===== src/rtl/mexp_pkg.sv =====
// Package for the modular exponentiation block: widths, iteration counts and
// the command and status structs between the controller and the datapath.
// Depends on nothing.
package mexp_pkg;

	localparam int MODULUS_BITS  = 31;
	localparam int EXPONENT_BITS = 63;
	localparam int BASE_BITS     = 63;
	localparam int PROD_BITS     = 2 * MODULUS_BITS;

	localparam logic [MODULUS_BITS-1:0] MODULUS_RESET = MODULUS_BITS'(998244353);

	// Remainder steps done by a reducer in one cycle.
	localparam int RED_STEPS   = 4;
	localparam int BASE_CYCLES = (BASE_BITS + RED_STEPS - 1) / RED_STEPS;
	localparam int PROD_CYCLES = (MODULUS_BITS + RED_STEPS - 1) / RED_STEPS;
	localparam int PROD_SHIFT  = PROD_CYCLES * RED_STEPS;
	localparam int SHR_W       = BASE_CYCLES * RED_STEPS;
	localparam int CNT_W       = $clog2(BASE_CYCLES);

	typedef struct packed {
		logic load_in;
		logic load_prod;
		logic red_step;
		logic upd_pw;
		logic upd_exp;
		logic finish;
	} mexp_cmd_t;

	typedef struct packed {
		logic mod_small;
		logic exp_zero;
		logic exp_upper_zero;
	} mexp_sts_t;

endpackage


===== src/rtl/mexp_ctrl.sv =====
// Controller state machine that sequences base reduction and the
// square-and-multiply iterations. Depends on mexp_pkg.
module mexp_ctrl
	import mexp_pkg::*;
(
	input  logic      clk,
	input  logic      arst_n,
	input  logic      start,
	input  mexp_sts_t sts,
	output mexp_cmd_t cmd,
	output logic      busy,
	output logic      done
);

	typedef enum logic [2:0] {
		ST_IDLE,
		ST_BASE,
		ST_PW0,
		ST_LOAD,
		ST_RUN,
		ST_UPDATE,
		ST_FINISH
	} state_t;

	state_t           state_q;
	logic [CNT_W-1:0] cnt_q;
	logic             done_q;

	always_ff @(posedge clk or negedge arst_n) begin
		if (!arst_n) begin
			state_q <= ST_IDLE;
			cnt_q   <= '0;
			done_q  <= 1'b0;
		end else begin
			done_q <= 1'b0;
			unique case (state_q)
				ST_IDLE: begin
					if (start) begin
						cnt_q <= CNT_W'(BASE_CYCLES - 1);
						state_q <= sts.mod_small ? ST_FINISH : ST_BASE;
					end
				end
				ST_BASE: begin
					cnt_q <= cnt_q - 1'b1;
					if (cnt_q == '0) begin
						state_q <= ST_PW0;
					end
				end
				ST_PW0: begin
					state_q <= sts.exp_zero ? ST_FINISH : ST_LOAD;
				end
				ST_LOAD: begin
					cnt_q   <= CNT_W'(PROD_CYCLES - 1);
					state_q <= ST_RUN;
				end
				ST_RUN: begin
					cnt_q <= cnt_q - 1'b1;
					if (cnt_q == '0) begin
						state_q <= ST_UPDATE;
					end
				end
				ST_UPDATE: begin
					state_q <= sts.exp_upper_zero ? ST_FINISH : ST_LOAD;
				end
				ST_FINISH: begin
					done_q  <= 1'b1;
					state_q <= ST_IDLE;
				end
				default: begin
					state_q <= ST_IDLE;
				end
			endcase
		end
	end

	always_comb begin
		cmd           = '0;
		cmd.load_in   = (state_q == ST_IDLE) && start;
		cmd.load_prod = (state_q == ST_LOAD);
		cmd.red_step  = (state_q == ST_BASE) || (state_q == ST_RUN);
		cmd.upd_pw    = (state_q == ST_PW0) || (state_q == ST_UPDATE);
		cmd.upd_exp   = (state_q == ST_UPDATE);
		cmd.finish    = (state_q == ST_FINISH);
	end

	assign busy = (state_q != ST_IDLE);
	assign done = done_q;

endmodule

===== config.mk =====
export PLATFORM = sky130hd
export DESIGN_NAME = mexp_ctrl
export DESIGN_NICKNAME = d
export VERILOG_FILES = /design/src/rtl/mexp_pkg.sv /design/src/rtl/mexp_ctrl.sv
export SDC_FILE = /design/constraint.sdc
export NUM_CORES = 1
export LEC_CHECK = 0
export ABC_CLOCK_PERIOD_IN_PS = 2100
export BUFFER_PORTS_ARGS = -buffer_cell sky130_fd_sc_hd__buf_2
export CORE_AREA = 4 4 41 43
export CTS_CLUSTER_SIZE = 40
export DETAILED_ROUTE_END_ITERATION = 8
export DIE_AREA = 0 0 45 47
export PLACE_DENSITY = 0.81
export SLEW_MARGIN = 20
export SYNTH_ARGS = -nofsm -noshare
export SYNTH_HDL_FRONTEND = slang
export SYNTH_SLANG_ARGS = --single-unit

===== constraint.sdc =====
create_clock -name clk -period 2.1 [get_ports clk]
set_clock_uncertainty 0.15 [all_clocks]
set_input_delay 0.21 -clock clk [delete_from_list [all_inputs] [get_ports clk]]
set_output_delay 0.21 -clock clk [all_outputs]
set_load 0.1 [all_outputs]

# --- Word level (Yosys, flattened, before mapping) ---
# Cells that the tools add are included.
totals:
  regBits: 8
  out_inout_bits: 8
op_classes:
  add_sub_neg: 1
  n_eq_ne: 9
  n_mux: 10
  reduce_logical: 10
op_table:
  columns: ["cell", "n"]
  rows:
  - ["3-bit two-way mux", 6]
  - ["3-bit case mux with 6 select lines", 1]
  - ["4-bit case mux with 3 select lines", 1]
  - ["3-bit == test, second input constant", 3]
  - ["3-bit by 2-bit == test with 1-bit output, second input constant", 2]
  - ["2-bit inequality test, second input constant", 3]
  - ["3-bit nonzero test", 2]
  - ["4-bit logical NOT", 1]
  - ["4-bit two-way mux", 1]
  - ["4-bit by 1-bit subtractor with 4-bit output, second input constant", 1]
  - ["3-bit by 1-bit == test with 1-bit output, second input constant", 1]
  - ["3-bit logical NOT", 1]
  - ["3-bit AND reduction", 1]
  - ["1-bit logical OR", 2]
  - ["2-bit AND reduction", 1]
  - ["2-bit OR reduction", 1]
  - ["1-bit logical AND", 1]
  - ["1-bit two-way mux", 1]

# --- Logic depth before layout (Yosys ltp) ---
# Gate-level depths: netlist of run 1.
depth:
  depth_word: 4
  mapped_depth: 6
  ltp_nobuf: 6

# --- Worst setup path before layout of run 1 ---
# OpenSTA, ideal clock, no wires.
synth_timing:
  path_kind: "reg2out"
  from: "register state_q[2]"
  to: "output cmd[4] in the netlist's numbering"
  t_arrival_ns: 2.783
  t_required_ns: 1.740
  slack_ns: -1.043
  path_stages_with_launch: 4
  path_cell_list: "dfrtp_1 -> buf_2 -> buf_1 -> nor3_1"
synth_lines:
  columns: ["element", "line_no", "text"]
  rows:
  - ["from (decl)", "mexp_ctrl.sv:25", "state_t state_q;"]
  - ["from (signal assigned)", "mexp_ctrl.sv:40", "state_q <= sts.mod_small ? ST_FINISH : ST_BASE;"]
  - ["from (signal assigned)", "mexp_ctrl.sv:50", "state_q <= sts.exp_zero ? ST_FINISH : ST_LOAD;"]
  - ["from (signal assigned)", "mexp_ctrl.sv:63", "state_q <= sts.exp_upper_zero ? ST_FINISH : ST_LOAD;"]
  - ["to (decl)", "mexp_ctrl.sv:10", "output mexp_cmd_t cmd,"]

==> results of run 1 <==
critical path, delay by kind of cell (launching register included):
kind / cells / cell delay (ns)
flops: 1 / 0.54
simple gates: 2 / 0.49
compound gates: 1 / 0.21
buf+inv: 1 / 0.17
area by class of cell:
cell class	count	area [um2]
fill	103	417
sequential	8	200
inverter	5	18.8
tap	15	18.8
timing repair buffer	18	210
clock buffer	3	22.5
multi-input combinational	60	414
sequential cells by signal, summed over array words and instances (netlist names):
| name | flops |
|---|---|
| cnt_q | 4 |
| state_q | 3 |
| done | 1 |
layout by cell type (no fill, tap or decap), types with 2 or more instances in the layout:
master / netlist / layout
inv_1: 4 / 4
clkbuf_4: 0 / 3
buf_2: 4 / 6
nand2_1: 6 / 6
o211ai_1: 2 / 2
nor2_1: 7 / 6
o21ai_0: 3 / 3
dfrtp_1: 8 / 8
a21oi_1: 8 / 8
ha_1: 2 / 2
nor3_1: 7 / 5
buf_12: 0 / 7
nor3_2: 1 / 2
o31a_1: 2 / 2
buf_4: 1 / 4
per-layer routing:
layer	vias up	track usage, %	wire (um)
met3	9	3.45	154
li1	323	-	-
met1	309	24.7	702
met2	43	28.8	811
met4	0	15.8	88
met5	-	0	0
logic make-up after synthesis:
logic type / after synthesis / share of synthesized area (%)
xor gates and xnor gates: 1 / 1.34
DFF: 8 / 30.7
adders and majority gates: 2 / 3.84
buffers and inverters: 12 / 9.40
muxes: 1 / 1.73
AOI/OAI and AO/OA: 27 / 29.2
and+or+nand+nor: 29 / 23.8
final timing paths:
path | start | to | slack (ns) | depth (start not counted)
max in group asynchronous | arst_n | cnt_q[1] | 1.46 | 2
setup / recovery | state_q[0] | cmd[2] | 0.06 | 4
setup reg to reg | state_q[0] | cnt_q[2] | 0.36 | 4
hold reg to reg | cnt_q[0] | cnt_q[0] | 0.41 | 1
hold / removal | sts[1] | state_q[2] | 0.11 | 3
min in group asynchronous | arst_n | state_q[2] | 0.17 | 2
stage by stage:
step	worst slack (ns)	setup TNS [ns]	util, %
2_1_floorplan	-0.245	-0.245	-
3_3_place_gp	0.396	0	65.5
3_5_place_dp	0.360	0	65.5
4_1_cts	0.0772	0	68.0
5_1_grt	0.0184	0	68.0
6_report	0.0601	0	68.0
==> results by group, run 1 <==
Status
  – Status: finished, final reports clean

STA
  – Headroom to the max-slew limit: around 66%
  – Slew Viols, Final: 0
  – Tcrit/Tclk final: 97.1%
  – Final setup fails: 0
  – Min Clock Period, post-route: between 2 and 2.5 ns
  – Peak Freq: approximately 490 MHz
  – Hold Fails Final Rpt: 0
  – Slew @ Worst Pin: ~0.51 ns
  – RSZ-0062 raised after global routing: false
  – Worst hold slack: roughly 0.11 ns

Routing
  – Wire length per cell: ~16 um
  – Via count: a little under 700
  – Vias per cell: 6.28
  – WL final: between 1500 and 2000 um
  – 1st-pass router iterations: 5
  – # DRC: 0
  – Post-route ant nets: 0
  – Detailed Route Iter0 Violations: 16

Clock tree
  – Root Driver: clkbuf_4
  – CTS tree: done
  – CTS clock-pin slew for the worst setup and hold paths: roughly 0.06 ns
  – Number of H-tree levels: 1
  – PostCTS Resize Cnt: 0
  – Number of CTS-inserted buffers: 3
  – # Post-CTS Setup Buffers: 0
  – Clock Tree Buf Depth: 2
  – Worst-Skew Late Latency: around 0.26 ns
  – Clk sinks: 8
  – Post-cts hold buffer count: 1

Final layout
  – Final nets: ~100
  – N_diodes: 0
  – Filler-free cell count of the finished design: between 100 and 150
  – Final instance area: 885 um2
  – Layout cells sized above 1: a little under a third
  – Area grow syn2layout: 35.7%

Critical path
  – Worst path slowest cell: dfrtp_1
  – Kind of critical path: reg -> out
  – Crit path launch type: register
  – CP Data Arrival Time: around 1.7 ns
  – CP max stage delay: about 0.54 ns
  – Req. time, crit path: 1.74 ns
  – Critical Path End Type: output port
  – CP Cell Sequence: and2b_1, and2_2, o21bai_2, buf_12
  – Worst-path maximum fanout: 14

Synth
  – Flops & latches, synth: 8
  – Mapped Nets: between 80 and 90
  – Area leader, netlist: dfrtp_1
  – Yosys warnings: 0
  – Synth cell count leaders: a21oi_1, dfrtp_1, nor2_1, nor3_1, nand2_1
  – Post-synth cell types: 38
  – Area share of the largest cell type after synthesis: slightly above 30%
  – Ys flop type: dfrtp_1
  – Fraction of registers with async set/reset: 100%
  – Syn avg cell area: 8.15 um2
  – Post-Syn Area: about 650 um2
  – Top area cells in the synthesized netlist: dfrtp_1, a21oi_1, nor3_1
  – Synthesized instance count: 80
  – Register area share after synthesis: between 30 and 40%
  – Post-synth EDFFs: 0

Die
  – Initial Util: between 50% and 60%
  – Die Wd: ~45 um
  – Core ar.: approximately 1300 um2
  – # IOs: 14
  – Die height: 47 um
  – Placement Rows: 13
  – Die area: about 2100 um2

Global routing
  – Congestion Overflow GR: 0
  – Vias in the first global route: approximately 650
  – Largest net degree at the start of global routing: 15
  – Initial antenna violation count: 0
  – GR Util All Layers: just under 20%
  – First-pass GRT wire length: 2970 um

Place
  – Dpl hpwl: 1260 um
  – IO Port Bufs: 13
  – Area after DPL: 852 um2
  – DP Cell Count: around 110
  – Gpl congestion: 0.938

Worst hold path
  – HP Class: in -> reg

Run
  – Max Cap Viol: 0
Power of run 1 is not shown: default switching activity piles up to over one toggle a cycle in this logic, so the estimate is an artifact.
==> run 2, diff against run 1 <==
- ABC_CLOCK_PERIOD_IN_PS: 2100 -> 2600
- CORE_AREA: 4 4 41 43 -> not set
- CORE_MARGIN: not set -> 4
- CORE_UTILIZATION: not set -> 41
- DIE_AREA: 0 0 45 47 -> not set
- PLACE_DENSITY: 0.81 -> 0.71
- clock period: 2.1 -> 2.6 ns (I/O delays scaled with it)
==> results by group, run 2 (synthesized netlist as in run 1, its figures left out) <==
Critical path
  – Kind of critical path: reg -> out
  – Critical R2R Launch: state_q[2]
  – Req. time, crit path: 2.19 ns
  – Crit path launch type: register
  – Cells on worst reg2reg path: 5
  – Critical Path End Type: output port
  – CP Data Arrival Time: approximately 1.8 ns
  – RR Endpoint: state_q[0]
  – FF-to-FF setup slack: between 0.7 and 0.8 ns
  – Worst-path maximum fanout: 14

Clock tree
  – CTS tree: done
  – Clock Tree Buf Depth: 2
  – Clk sinks: 8
  – PostCTS Resize Cnt: 0
  – Worst-Skew Late Latency: between 0.2 and 0.3 ns
  – CTS clock-pin slew for the worst setup and hold paths: about 0.06 ns
  – Root Driver: clkbuf_4
  – Number of H-tree levels: 1
  – Number of CTS-inserted buffers: 3

STA
  – Tcrit/Tclk final: 86.4%
  – Slew @ Worst Pin: slightly above 0.5 ns
  – Min Clock Period, post-route: approximately 2.2 ns
  – Final setup fails: 0
  – Slew Viols, Final: 0
  – Headroom to the max-slew limit: about two thirds
  – RSZ-0062 raised after global routing: false
  – Hold Fails Final Rpt: 0
  – Peak Freq: between 400 and 500 MHz

Routing
  – 1st-pass router iterations: 4
  – Wire length per cell: 14.2 um
  – Post-route ant nets: 0
  – Vias per cell: between 6 and 7
  – WL final: 1520 um
  – Via count: between 600 and 700
  – # DRC: 0
  – Detailed Route Iter0 Violations: 17

Final layout
  – Max reg flops: 4
  – N_diodes: 0
  – Area grow syn2layout: 12.7%
  – Most flop-heavy register: cnt_q
  – Fin util: approximately 49%
  – Layout fillers: 145
  – Layout cells sized above 1: 24.2%
  – Most common cell after layout, fill and taps aside: buf_2
  – Commonest non-fill, non-tap cells in the layout: buf_2, a21oi_1, dfrtp_1
  – Final nets: a little over 100

Global routing
  – GR Util All Layers: ~15%
  – Largest net degree at the start of global routing: 19
  – Vias in the first global route: approximately 570
  – Congestion Overflow GR: 0
  – Initial antenna violation count: 0
  – First-pass GRT wire length: around 2500 um

Worst hold path
  – HP Class: in -> async

Die
  – Placement Rows: 14
  – Core ar.: 1510 um2
  – Initial Util: between 40% and 50%
  – Die height: ~48 um
  – Die area: ~2300 um2
  – # IOs: 14
  – Die Wd: around 48 um

Place
  – IO Port Bufs: 13
  – Dpl hpwl: approximately 1100 um
  – Gpl congestion: about 0.83

Status
  – Status: finished, final reports clean

Run
  – Max Cap Viol: 0
[run 2: changes by cell type in the layout (fill, tap and decap cells not counted), moves of 2 or more]
cell and delta:
buf_12 -7, buf_2 +7, buf_4 -3, nor3_1 +2
[run 2: worst max-delay path, cell delays in order (launching register included)]
cell,delay [ns]
dfrtp_1,0.55
inv_2,0.27
nand2_1,0.15
o21bai_1,0.16
buf_2,0.44
[run 2: final cells by class]
type | instances | area, um2 | area share, %
Inverter | 5 | 18.8 | 2.56
Sequential cell | 8 | 200 | 27.3
Tap cell | 16 | 20.0 | 2.73
Clock buffer | 3 | 22.5 | 3.07
Timing Repair Buffer | 15 | 82.6 | 11.2
Multi-Input combinational cell | 60 | 390 | 53.2
[run 2: routing by layer]
layer  part of all wire [%]  up-vias  track usage (%)  wire (um)
met5                      0        -                0          0
met4                    1.1        0             8.60         16
met3                    4.9        2             2.26         74
met2                     49       19             23.5        749
met1                     45      308             19.8        678
li1                       -      323                -          -
[run 2: how the worst max path moves through the flow]
stage          startpoint  endpoint  slack (ns)  cells past startpoint
6_report       state_q[0]    cmd[2]        0.35                      4
5_1_grt        state_q[0]    cmd[5]        0.22                      4
4_1_cts        state_q[0]    cmd[2]        0.36                      4
3_5_place_dp   state_q[0]    cmd[2]        0.64                      4
3_3_place_gp   state_q[0]    cmd[2]        0.66                      4
2_1_floorplan  state_q[2]    cmd[4]       -0.59                      3
[run 2: metrics by stage]
stage                     area, um2  setup slack, ns  TNS (ns)  hold slack, ns  instances
after floorplan                 652           -0.593     -1.38          -0.186         80
after global placement          702            0.664         0         -0.0399        103
after detailed placement        702            0.638         0         -0.0388        103
after CTS                       734            0.364         0           0.209        107
after global routing            734            0.219         0           0.219        107
final                           734            0.355         0           0.218        107
[run 2: timing repair]
item,CTS,global route
setup buffers,0,0
hold endpoints to repair,8,0
hold buffers,1,0
endpoints found under the setup margin,0,0
Power of run 2 is left out for the same reason.
